`config.mk`:
```
export PLATFORM = sky130hd
export DESIGN_NAME = stepper_ramp_delay_generator
export DESIGN_NICKNAME = d
export VERILOG_FILES = /design/src/rtl/srdg_pkg.sv /design/src/rtl/stepper_ramp_delay_generator.sv /design/src/rtl/srdg_div.sv
export SDC_FILE = /design/constraint.sdc
export NUM_CORES = 1
export LEC_CHECK = 0
export BUFFER_PORTS_ARGS = -buffer_cell sky130_fd_sc_hd__buf_4
export CAP_MARGIN = 20
export CORE_MARGIN = 4
export CORE_UTILIZATION = 40
export DETAILED_ROUTE_END_ITERATION = 8
export PLACE_DENSITY = 0.67
export SLEW_MARGIN = 20
export SYNTH_ARGS = -nofsm -noshare
export SYNTH_HDL_FRONTEND = slang
export SYNTH_SLANG_ARGS = --single-unit
```
`constraint.sdc`:
```
create_clock -name clk_i -period 19.78 [get_ports clk_i]
set_clock_uncertainty 0.1 [all_clocks]
set_input_delay 3.956 -clock clk_i [delete_from_list [all_inputs] [get_ports clk_i]]
set_output_delay 3.956 -clock clk_i [all_outputs]
set_load 0.03 [all_outputs]
```
`src/rtl/srdg_pkg.sv`:
```
// shared constants and types of the stepper ramp delay generator
package srdg_pkg;

  localparam int unsigned CountBits = 32;
  localparam int unsigned DataBits  = 32;
  localparam int unsigned DelayBits = 24;
  localparam int unsigned DivBits   = 32;
  localparam int unsigned DivCntW   = $clog2(DivBits);

  localparam logic [DelayBits-1:0] DelayMax = {DelayBits{1'b1}};

  typedef enum logic [2:0] {
    ST_IDLE,
    ST_EVAL,
    ST_DIV,
    ST_APPLY,
    ST_OUT
  } state_e;

  typedef enum logic [1:0] {
    OP_DECEL_GOAL,
    OP_SLOW_CRUISE,
    OP_FAST_CRUISE
  } ramp_op_e;

endpackage

```
`src/rtl/stepper_ramp_delay_generator.sv`:
```
// top level: step request sequencer, ramp state and result register
// Each accepted step request yields one result item. A request that halts, loads the first
// delay, holds the delay or keeps slewing goes from evaluation to the output state; a
// request that accelerates or decelerates passes through the bit-serial divider that forms
// round(2d / (4n +/- 1)) one quotient bit per cycle over 32 bits, then an apply state.
// One request is in work at a time; the next request is accepted as soon as the result
// has been moved into the output register, even if that result has not yet been taken.
module stepper_ramp_delay_generator (
  input  logic                             clk_i,
  input  logic                             rst_ni,
  input  logic                             cfg_we_i,
  input  logic [srdg_pkg::DelayBits-1:0]   cfg_wdata_i,
  input  logic                             in_valid_i,
  output logic                             in_ready_o,
  input  logic [srdg_pkg::DataBits-1:0]    goal_step_i,
  input  logic [srdg_pkg::DelayBits-1:0]   cruise_delay_i,
  output logic                             out_valid_o,
  input  logic                             out_ready_i,
  output logic [srdg_pkg::DelayBits-1:0]   step_delay_o,
  output logic                             halted_o,
  output logic                             is_slewing_o,
  output logic [srdg_pkg::DataBits-1:0]    steps_done_o
);

  srdg_pkg::state_e   state_q, state_d;
  srdg_pkg::ramp_op_e op_q, op_d;

  logic [srdg_pkg::DelayBits-1:0] first_q;
  logic [srdg_pkg::DataBits-1:0]  goal_q;
  logic [srdg_pkg::DelayBits-1:0] cruise_q;
  logic [srdg_pkg::CountBits-1:0] step_count_q, step_count_d;
  logic [srdg_pkg::DataBits-1:0]  ramp_index_q, ramp_index_d;
  logic [srdg_pkg::DataBits-1:0]  ramp_delay_q, ramp_delay_d;
  logic [srdg_pkg::DelayBits-1:0] latch_q, latch_d;
  logic                           halt_q, halt_d;
  logic                           load_q, load_d;

  logic                           out_valid_q, out_valid_d;
  logic [srdg_pkg::DelayBits-1:0] step_delay_q, step_delay_d;
  logic                           halted_q, halted_d;
  logic                           slewing_q, slewing_d;
  logic [srdg_pkg::DataBits-1:0]  steps_done_q, steps_done_d;

  logic                           div_start;
  logic [srdg_pkg::DivBits-1:0]   div_num;
  logic [srdg_pkg::DivBits-1:0]   div_den;
  logic                           div_done;
  logic [srdg_pkg::DivBits-1:0]   div_quo;

  logic [srdg_pkg::DataBits-1:0]  st32;
  logic [srdg_pkg::DataBits-1:0]  est;
  logic [srdg_pkg::DataBits-1:0]  cruise32;
  logic [srdg_pkg::DataBits-1:0]  index_dec;
  logic [srdg_pkg::DataBits-1:0]  den_fast;
  logic [srdg_pkg::DataBits-1:0]  den_slow;
  logic [srdg_pkg::DelayBits-1:0] latch_eff;
  logic [srdg_pkg::DataBits-1:0]  delay_new;
  logic                           out_load;

  assign st32      = srdg_pkg::DataBits'(step_count_q);
  assign est       = st32 + ramp_index_q;
  assign cruise32  = srdg_pkg::DataBits'(cruise_q);
  assign index_dec = ramp_index_q - 1'b1;
  assign den_fast  = {ramp_index_q[srdg_pkg::DataBits-3:0], 2'b01};
  assign den_slow  = {index_dec[srdg_pkg::DataBits-3:0], 2'b00} - 1'b1;
  assign latch_eff = (latch_q != '0 && latch_q != cruise_q) ? '0 : latch_q;
  assign delay_new = (op_q == srdg_pkg::OP_FAST_CRUISE) ? ramp_delay_q - div_quo
                                                        : ramp_delay_q + div_quo;
  assign out_load  = !out_valid_q || out_ready_i;

  srdg_div u_div (
    .clk_i   (clk_i),
    .rst_ni  (rst_ni),
    .start_i (div_start),
    .num_i   (div_num),
    .den_i   (div_den),
    .done_o  (div_done),
    .quo_o   (div_quo)
  );

  always_comb begin
    state_d      = state_q;
    op_d         = op_q;
    step_count_d = step_count_q;
    ramp_index_d = ramp_index_q;
    ramp_delay_d = ramp_delay_q;
    latch_d      = latch_q;
    halt_d       = halt_q;
    load_d       = load_q;
    out_valid_d  = out_valid_q;
    step_delay_d = step_delay_q;
    halted_d     = halted_q;
    slewing_d    = slewing_q;
    steps_done_d = steps_done_q;
    div_start    = 1'b0;
    div_den      = den_fast;
    in_ready_o   = 1'b0;

    if (out_valid_q && out_ready_i) begin
      out_valid_d = 1'b0;
    end

    case (state_q)
      srdg_pkg::ST_IDLE: begin
        in_ready_o = 1'b1;
        if (in_valid_i) begin
          state_d = srdg_pkg::ST_EVAL;
        end
      end
      srdg_pkg::ST_EVAL: begin
        state_d = srdg_pkg::ST_OUT;
        load_d  = 1'b0;
        if (st32 >= goal_q && ramp_index_q <= srdg_pkg::DataBits'(1)) begin
          ramp_index_d = '0;
          halt_d       = 1'b1;
        end else begin
          halt_d       = 1'b0;
          latch_d      = latch_eff;
          step_count_d = step_count_q + 1'b1;
          if (ramp_index_q == '0) begin
            ramp_delay_d = srdg_pkg::DataBits'(first_q);
            ramp_index_d = srdg_pkg::DataBits'(1);
            load_d       = 1'b1;
          end else if (est == goal_q) begin
            state_d = srdg_pkg::ST_OUT;
          end else if (est > goal_q) begin
            op_d         = srdg_pkg::OP_DECEL_GOAL;
            ramp_index_d = index_dec;
            div_den      = den_slow;
            div_start    = 1'b1;
            state_d      = srdg_pkg::ST_DIV;
          end else if (latch_eff == '0 && ramp_delay_q < cruise32) begin
            op_d         = srdg_pkg::OP_SLOW_CRUISE;
            ramp_index_d = index_dec;
            div_den      = den_slow;
            div_start    = 1'b1;
            state_d      = srdg_pkg::ST_DIV;
          end else if (latch_eff == '0 && ramp_delay_q > cruise32) begin
            op_d         = srdg_pkg::OP_FAST_CRUISE;
            ramp_index_d = ramp_index_q + 1'b1;
            div_den      = den_fast;
            div_start    = 1'b1;
            state_d      = srdg_pkg::ST_DIV;
          end
        end
      end
      srdg_pkg::ST_DIV: begin
        if (div_done) begin
          state_d = srdg_pkg::ST_APPLY;
        end
      end
      srdg_pkg::ST_APPLY: begin
        ramp_delay_d = delay_new;
        state_d      = srdg_pkg::ST_OUT;
        case (op_q)
          srdg_pkg::OP_DECEL_GOAL: begin
            latch_d = '0;
          end
          srdg_pkg::OP_SLOW_CRUISE: begin
            if (delay_new >= cruise32) begin
              latch_d = cruise_q;
            end
          end
          srdg_pkg::OP_FAST_CRUISE: begin
            if (delay_new <= cruise32) begin
              latch_d = cruise_q;
            end
          end
          default: begin
            latch_d = latch_q;
          end
        endcase
      end
      srdg_pkg::ST_OUT: begin
        if (out_load) begin
          out_valid_d  = 1'b1;
          halted_d     = halt_q;
          steps_done_d = srdg_pkg::DataBits'(step_count_q);
          if (halt_q) begin
            step_delay_d = '0;
            slewing_d    = 1'b0;
          end else if (load_q) begin
            step_delay_d = ramp_delay_q[srdg_pkg::DelayBits-1:0];
            slewing_d    = 1'b0;
          end else if (latch_q != '0) begin
            step_delay_d = latch_q;
            slewing_d    = 1'b1;
          end else begin
            slewing_d = 1'b0;
            if (ramp_delay_q > srdg_pkg::DataBits'(srdg_pkg::DelayMax)) begin
              step_delay_d = srdg_pkg::DelayMax;
            end else begin
              step_delay_d = ramp_delay_q[srdg_pkg::DelayBits-1:0];
            end
          end
          state_d = srdg_pkg::ST_IDLE;
        end
      end
      default: begin
        state_d = srdg_pkg::ST_IDLE;
      end
    endcase
  end

  // numerator 2d + den/2, wrapping at the data width
  assign div_num = {ramp_delay_q[srdg_pkg::DataBits-2:0], 1'b0}
                 + {1'b0, div_den[srdg_pkg::DataBits-1:1]};

  always_ff @(posedge clk_i or negedge rst_ni) begin
    if (!rst_ni) begin
      state_q      <= srdg_pkg::ST_IDLE;
      op_q         <= srdg_pkg::OP_DECEL_GOAL;
      first_q      <= '0;
      step_count_q <= '0;
      ramp_index_q <= '0;
      ramp_delay_q <= '0;
      latch_q      <= '0;
      halt_q       <= 1'b0;
      load_q       <= 1'b0;
      out_valid_q  <= 1'b0;
    end else begin
      state_q      <= state_d;
      op_q         <= op_d;
      step_count_q <= step_count_d;
      ramp_index_q <= ramp_index_d;
      ramp_delay_q <= ramp_delay_d;
      latch_q      <= latch_d;
      halt_q       <= halt_d;
      load_q       <= load_d;
      out_valid_q  <= out_valid_d;
      if (cfg_we_i) begin
        first_q <= cfg_wdata_i;
      end
    end
  end

  always_ff @(posedge clk_i) begin
    if (in_valid_i && in_ready_o) begin
      goal_q   <= goal_step_i;
      cruise_q <= cruise_delay_i;
    end
    step_delay_q <= step_delay_d;
    halted_q     <= halted_d;
    slewing_q    <= slewing_d;
    steps_done_q <= steps_done_d;
  end

  assign out_valid_o  = out_valid_q;
  assign step_delay_o = step_delay_q;
  assign halted_o     = halted_q;
  assign is_slewing_o = slewing_q;
  assign steps_done_o = steps_done_q;

`ifndef ASSERT_OFF
  a_halt_result: assert property (@(posedge clk_i) disable iff (!rst_ni)
    out_valid_o && halted_o |-> step_delay_o == '0 && !is_slewing_o)
    else $error("halted item carries a delay or slewing flag");

  a_slew_nonzero: assert property (@(posedge clk_i) disable iff (!rst_ni)
    out_valid_o && is_slewing_o |-> step_delay_o != '0)
    else $error("slewing item with zero delay");

  a_div_done_state: assert property (@(posedge clk_i) disable iff (!rst_ni)
    div_done |-> state_q == srdg_pkg::ST_DIV)
    else $error("divider finished outside the divide phase");

  a_accept_eval: assert property (@(posedge clk_i) disable iff (!rst_ni)
    in_valid_i && in_ready_o |=> state_q == srdg_pkg::ST_EVAL)
    else $error("accepted item not evaluated");

  a_halt_index: assert property (@(posedge clk_i) disable iff (!rst_ni)
    state_q == srdg_pkg::ST_OUT && halt_q |-> ramp_index_q == '0)
    else $error("halt left a nonzero ramp index");
`endif

endmodule

```
`src/rtl/srdg_div.sv`:
```
// bit-serial restoring divider, one quotient bit per cycle
module srdg_div (
  input  logic                           clk_i,
  input  logic                           rst_ni,
  input  logic                           start_i,
  input  logic [srdg_pkg::DivBits-1:0]   num_i,
  input  logic [srdg_pkg::DivBits-1:0]   den_i,
  output logic                           done_o,
  output logic [srdg_pkg::DivBits-1:0]   quo_o
);

  logic [srdg_pkg::DivBits-1:0] num_q, num_d;
  logic [srdg_pkg::DivBits-1:0] rem_q, rem_d;
  logic [srdg_pkg::DivBits-1:0] den_q, den_d;
  logic [srdg_pkg::DivCntW-1:0] cnt_q, cnt_d;
  logic                         busy_q, busy_d;
  logic                         done_q, done_d;
  logic [srdg_pkg::DivBits:0]   trial;
  logic [srdg_pkg::DivBits+1:0] diff;
  logic                         ge;

  assign trial = {rem_q, num_q[srdg_pkg::DivBits-1]};
  assign diff  = {1'b0, trial} - {2'b00, den_q};
  assign ge    = ~diff[srdg_pkg::DivBits+1];

  always_comb begin
    num_d  = num_q;
    rem_d  = rem_q;
    den_d  = den_q;
    cnt_d  = cnt_q;
    busy_d = busy_q;
    done_d = 1'b0;
    if (start_i) begin
      num_d  = num_i;
      den_d  = den_i;
      rem_d  = '0;
      cnt_d  = '0;
      busy_d = 1'b1;
    end else if (busy_q) begin
      rem_d = ge ? diff[srdg_pkg::DivBits-1:0] : trial[srdg_pkg::DivBits-1:0];
      num_d = {num_q[srdg_pkg::DivBits-2:0], ge};
      cnt_d = cnt_q + 1'b1;
      if (cnt_q == srdg_pkg::DivCntW'(srdg_pkg::DivBits - 1)) begin
        busy_d = 1'b0;
        done_d = 1'b1;
      end
    end
  end

  always_ff @(posedge clk_i or negedge rst_ni) begin
    if (!rst_ni) begin
      busy_q <= 1'b0;
      done_q <= 1'b0;
      cnt_q  <= '0;
    end else begin
      busy_q <= busy_d;
      done_q <= done_d;
      cnt_q  <= cnt_d;
    end
  end

  always_ff @(posedge clk_i) begin
    num_q <= num_d;
    rem_q <= rem_d;
    den_q <= den_d;
  end

  assign done_o = done_q;
  assign quo_o  = num_q;

endmodule
```
==> impl_metrics.ini, run 1 <==
[routing]
wire_per_inst_um = 18.69
detail_route.first_pass.iterations = 8
postRouteWirelength_mm = 71.54
antenna_left = 0
route.detailed.drc = 0
drt-vias-per-instance = 5.594
routed-via-count = 21412
drt_iter0_drc = 1653

[finish]
post-route-cell-area_um2 = 29440
num-nets-final = 3276
fraction_of_final_layout_cells_sized_beyond_drive_strength_1 = 0.1090
finish.cell_count_without_fillers = 3828
area.growth.synth_to_final_pct = 11.94
postLayoutCoreUtil = 0.4542
antenna_cells_inserted = 0

[clocking]
cts.reportedPaths.clkPinSlew_ns = 0.06
cts_buffer_depth = 3
h-tree-depth = 2
numClockSinks = 368
worst_skew_pair.late_latency_ns = 0.57
cts_hold_repair.buffers = 0
cts_tree = done
post_cts.repair.setup_buffers = 0
cts_buffers = 42
ctsResizeCount = 0
clock_tree.root_cell = clkbuf_16

[min_path]
timing.hold.worst_path_depth = 2
worstHoldEndpoint = u_div.rem_q[2]
hp-start = u_div.rem_q[2]
hp-class = register to register

[critical_path]
worst_r2r_startpoint = ramp_index_q[0]
critical_path_cell_with_the_highest_stage_delay = dfrtp_1
worst_r2r_endpoint = u_div.quo_o[27]
r2r_slack_ns = 10.07
depth_of_the_worst_register_to_register_path = 39
setup.worst_path.class = register to register
critical_path.most_common_cell = o21ai_0
timing.critical_path.required_ns = 19.94
timing.critical_path.from_type = register
critical_path.endpoint_type = register
critical_path.max_fanout = 56
critical_path.max_stage_delay_ns = 0.58
worst_ep_arrival_time_ns = 9.88

[logic_synthesis]
yosys.cell_count.top_type = nand2_1
ys_seq_area_frac = 0.3777
yosysTopAreaCell = edfxtp_1
syn-num-nets = 3182
synth_enable_flop_cells = 177
synth_area_per_cell_um2 = 9.235
post_synthesis_cells = 2848
synth_top_cells_by_count = 289 x nand2_1, 245 x ha_1, 207 x nor2_1
synthesis.area_um2 = 26300
register_bit_total_from_synthesis = 368
synth_top_cell_area_share = 0.2021
synthesis.yosys.warnings = 0
number_of_distinct_standard_cells_referenced_by_the_synthesized_netlist = 96
yosys-top-cells-area = edfxtp_1 20%, dfrtp_1 15%, ha_1 12%
ys_async_sr_fraction = 0.4321
dominantRegCellSynth = edfxtp_1

[sta]
fin_hold_ws_ns = 0.3859
grt_setup_unrepaired = false
worst_tran_pin_value_ns = 1.110
timing.final.setup_violations = 0
timing_hold_violations_final = 0
maxSlewHeadroom = 0.2521
fin_setup_tns_ns = 0
period_share = 0.4910
maxClockFrequency_ghz = 0.1030
period_needed_ns = 9.713
timing.final.max_slew_violations = 0

[floorplan]
die_width_um = 264.4
floorplan.die_area_um2 = 69920
floorplan.io_pins = 145
initial_utilization = 0.4058
floorplan.core_area_um2 = 64810
die_extent_in_y_um = 264.4
placement_rows = 93

[grt]
grt-ovfl-total = 0
antenna_found_initial = 1
global_route_wire_length_before_repair_mm = 113.0
largest_net_degree_at_the_start_of_global_routing = 74
grt_pass1_vias = 20560
global_route.usage.total = 0.1976

[power_and_ir_drop]
power-per-cell-area_nw_per_um2 = 185.6
ir_worst_vdd_uv = 96.51
total_leakage_power_nw = 13.39

[run_status]
outcome = finished, final reports clean

[placement]
detailed_place.area_um2 = 28070
numPortBuffers = 144
final_replace_weighted_congestion = 0.8866
place_hpwl_mm = 54.10
placed_cells_incl_taps = 3753

[run]
max_cap_viol_count = 0
-- registers in the layout, indices dropped and copies added, names as in the netlist --
signal and cells:
goal_q 32, ramp_delay_q 32, ramp_index_q 32, st32 32
steps_done_o 32, u_div.quo_o 32, u_div.rem_q 32, u_div.den_q 31
cruise_q 24, first_q 24, latch_q 24, step_delay_o 24
u_div.cnt_q 5, state_q 3, op_q 2, halt_q 1
halted_o 1, is_slewing_o 1, load_q 1, out_valid_o 1
u_div.busy_q 1, u_div.done_o 1
-- metrics by stage --
step                setup slack (ns)  total power, mW
floorplan                      12.33            3.854
global placement               10.31            4.579
finish                         10.07            5.466
CTS                            10.11            5.445
detailed placement             10.18            4.616
global route                   9.201            5.934
-- report_power, final --
| group | switching [mW] | leakage (nW) | internal, mW |
|---|---|---|---|
| clock | 0.334 | 0.663 | 0.459 |
| combinational | 1.93 | 8.71 | 1.38 |
| sequential | 0.291 | 4.02 | 1.07 |
| total | 2.56 | 13.4 | 2.91 |
-- worst max-delay path: cells and delay by family, from the launching register on --
family,cells,cell delay [ns]
AND/OR/NAND/NOR,10,1.92
XOR/XNOR,2,0.26
buffers and inverters,4,0.96
adder cells (fa/ha/maj),4,1.42
AO/OA/AOI/OAI,19,4.16
flip-flops,1,0.58
-- cell families after synthesis --
kind of cell	share of synthesized area
AOI/OAI and AO/OA	0.1724
xor gates and xnor gates	0.08054
adders and majority gates	0.1200
buffers and inverters	0.04396
DFF	0.3777
muxes	0.03430
and+or+nand+nor	0.1710
-- final cells by class --
cell class | instances | area (um^2)
fillers | 6227 | 35370
flip-flops and latches | 368 | 9936
well taps | 855 | 1070
multi-input cells | 2213 | 15250
inverters | 152 | 570.5
clock buffers | 50 | 1081
repair buffers | 165 | 1242
clock inverters | 25 | 287.8
-- cell usage in the layout, fill, tap and decap left out, types with 9 or more instances in the layout --
cell type	n
a211oi_1	25
a21o_1	98
a21oi_1	193
a31oi_1	29
and2_1	10
and3_1	44
buf_4	164
clkbuf_16	42
dfrtp_1	158
dfxtp_1	32
edfxtp_1	177
ha_1	244
inv_1	150
mux2_2	33
mux2i_1	53
nand2_1	289
nand2b_1	32
nand3_1	66
nand4_1	45
nor2_1	205
nor2b_1	25
nor3_1	70
nor3b_1	9
nor4_1	31
o211ai_1	20
o21a_1	42
o21ai_0	178
o21ai_1	23
o21bai_1	12
o22ai_1	12
or2_2	13
or3_1	18
xnor2_1	156
xor2_1	84
-- metal layers --
layer,share of wire,global-route usage
met5,0.000098,0
met4,0.033,0.06068
met3,0.053,0.03397
met2,0.47,0.3266
met1,0.44,0.2662
-- worst max-delay path by stage --
stage                          startpoint               to  cells past startpoint
after detailed placement  ramp_index_q[0]  u_div.quo_o[27]                     39
after global placement    ramp_index_q[0]  u_div.quo_o[27]                     39
after global routing      ramp_index_q[0]  u_div.quo_o[27]                     39
after CTS                 ramp_index_q[0]  u_div.quo_o[27]                     39
final                     ramp_index_q[0]  u_div.quo_o[27]                     39
after floorplan                   st32[0]  u_div.quo_o[24]                     37
Note: power is estimated with default switching activity, not from simulation.
==> run 2, diff against run 1 <==
ABC_AREA = 1   (was unset)
clock period = 9.02 ns   (was 19.78 ns; I/O delays follow)
==> run 2 against run 1 <==
  * Global-route usage up 4.2 points
  * First-iteration DRC count rose by 51%
  * Fmax increased by 27%
  * Hold slack improved by 0.035 ns
  * Setup slack lost 8.7 ns
  * Cell count rose by 35%
  * Final area up 13%
==> impl_metrics.ini, run 2 <==
[min_path]
hp-start = u_div.done_o
hp-class = register to register
timing.hold.worst_path_depth = 1
worstHoldEndpoint = state_q[0]

[logic_synthesis]
syn-num-nets = 4390
synth_enable_flop_cells = 177
yosysTopAreaCell = edfxtp_1
number_of_distinct_standard_cells_referenced_by_the_synthesized_netlist = 66
register_bit_total_from_synthesis = 368
synthesis.yosys.warnings = 0
synthesis.area_um2 = 29650
post_synthesis_cells = 4056
synth_top_cell_area_share = 0.1793
dominantRegCellSynth = edfxtp_1
ys_seq_area_frac = 0.3351
yosys.cell_count.top_type = nand2_1
synth_top_cells_by_count = 1,088 x nand2_1, 560 x inv_1, 346 x nor2_1
synth_area_per_cell_um2 = 7.310
ys_async_sr_fraction = 0.4321
yosys-top-cells-area = edfxtp_1 18%, nand2_1 14%, dfrtp_1 13%

[clocking]
cts_buffer_depth = 3
worst_skew_pair.late_latency_ns = 0.62
cts_tree = done
clock_tree.root_cell = clkbuf_16
ctsResizeCount = 0
numClockSinks = 368
cts_buffers = 46
post_cts.repair.setup_buffers = 0
cts_hold_repair.buffers = 0
h-tree-depth = 2
cts.reportedPaths.clkPinSlew_ns = 0.06

[finish]
post-route-cell-area_um2 = 33210
num-nets-final = 4504
final_cell_mix = 1,087 x nand2_1, 560 x inv_1, 343 x nor2_1
antenna_cells_inserted = 0
fraction_of_final_layout_cells_sized_beyond_drive_strength_1 = 0.08389
fillerInstances = 7352
postLayoutCoreUtil = 0.4537
final_common_cell = nand2_1
area.growth.synth_to_final_pct = 12.01

[sta]
maxSlewHeadroom = 0.3175
worst_tran_pin_value_ns = 1.021
grt_setup_unrepaired = false
timing_hold_violations_final = 0
fin_setup_tns_ns = 0
timing.final.setup_violations = 0
layout_setup_ws_ns = 1.358
maxClockFrequency_ghz = 0.1305
period_needed_ns = 7.662
period_share = 0.8495
timing.final.max_slew_violations = 0

[critical_path]
critical_path.max_stage_delay_ns = 0.66
critical_path.endpoint_type = register
critical_path_cell_with_the_highest_stage_delay = dfrtp_1
critical_path.max_fanout = 46
timing.critical_path.from_type = register
timing.critical_path.required_ns = 9.26
worst_ep_arrival_time_ns = 7.90
worst_r2r_endpoint = u_div.quo_o[31]
depth_of_the_worst_register_to_register_path = 32
setup.worst_path.class = register to register
r2r_slack_ns = 1.36
critical_path.most_common_cell = nand2_1
worst_r2r_startpoint = ramp_index_q[0]

[placement]
numPortBuffers = 144
dpl_worst_slack_ns = 1.431
final_replace_weighted_congestion = 0.9673
place_hpwl_mm = 74.97
detailed_place.area_um2 = 31630

[grt]
global_route_wire_length_before_repair_mm = 148.4
grt-ovfl-total = 0
largest_net_degree_at_the_start_of_global_routing = 81
grt_pass1_vias = 26234
antenna_found_initial = 0
global_route.usage.total = 0.2392

[routing]
wire_per_inst_um = 18.45
routed-via-count = 27543
route.detailed.drc = 0
postRouteWirelength_mm = 95.31
antenna_left = 0
drt-vias-per-instance = 5.331
drt_iter0_drc = 2490
detail_route.first_pass.iterations = 6

[floorplan]
die_extent_in_y_um = 280.3
die_width_um = 280.3
floorplan.core_area_um2 = 73210
initial_utilization = 0.4050
floorplan.io_pins = 145
floorplan.die_area_um2 = 78540
placement_rows = 99

[run_status]
outcome = finished, final reports clean

[run]
max_cap_viol_count = 0
run 2: cell count changes in the layout (fill, tap and decap cells not counted), moves of 42 or more:
cell     delta
nand2_1   +798
inv_1     +410
nor2_1    +138
nand3_1   +103
a21o_1     -90
xor2_1     +78
xnor2_1    -75
o21ai_0    +60
mux2i_1    -53
and3_1     -42
run 2: worst max-delay path, delay by kind of cell (launching register included):
kind / cells / cell delay [ns]
compound gates: 10 / 2.61
simple gates: 14 / 1.85
fa+ha+maj: 4 / 1.45
flops: 1 / 0.66
buf+inv: 2 / 0.46
xor+xnor: 2 / 0.23
run 2: worst max-delay path by stage:
stage / depth (start not counted) / slack [ns] / startpoint / endpoint
6_report: 32 / 1.36 / ramp_index_q[0] / u_div.quo_o[31]
5_1_grt: 32 / 0.51 / ramp_index_q[0] / u_div.quo_o[31]
4_1_cts: 32 / 1.36 / ramp_index_q[0] / u_div.quo_o[31]
3_5_place_dp: 32 / 1.43 / ramp_index_q[0] / u_div.quo_o[31]
3_3_place_gp: 32 / 1.53 / ramp_index_q[0] / u_div.quo_o[31]
2_1_floorplan: 2 / 2.72 / in_valid_i / cruise_q[0]
run 2: cell type report:
cell class / count / area (um^2) / share of cell area
clock buffers: 54 / 1221 / 0.03677
inverters: 579 / 2178 / 0.06559
flip-flops and latches: 368 / 9935 / 0.2991
multi-input cells: 3010 / 17080 / 0.5141
repair buffers: 165 / 1242 / 0.03741
well taps: 959 / 1200 / 0.03613
clock inverters: 32 / 359.1 / 0.01081
run 2: layer usage:
| metal | part of all wire | vias to the layer above | track usage |
|---|---|---|---|
| met4 | 0.034 | 0 | 0.07433 |
| met3 | 0.073 | 179 | 0.03886 |
| met5 | 0 | - | 0 |
| li1 | - | 13600 | - |
| met1 | 0.43 | 12788 | 0.3225 |
| met2 | 0.46 | 976 | 0.3959 |
run 2: cell families after synthesis:
| group | Yosys count | share of synthesized area |
|---|---|---|
| compound gates | 650 | 0.1231 |
| xor+xnor | 250 | 0.07638 |
| fa+ha+maj | 249 | 0.1061 |
| buf+inv | 678 | 0.09052 |
| flops | 368 | 0.3351 |
| mux | 2 | 0.0007595 |
| simple gates | 1859 | 0.2681 |
run 2: per-stage QoR:
step	cells	hold slack (ns)
2_1_floorplan	4056	0.3759
3_3_place_gp	5081	0.4023
3_5_place_dp	5081	0.4077
4_1_cts	5167	0.4235
5_1_grt	5167	0.4416
6_report	5167	0.4208
Power of run 2 is left out: the tool's default activity adds up to more than one toggle a clock period on the data nets, which glitch-free logic cannot reach.
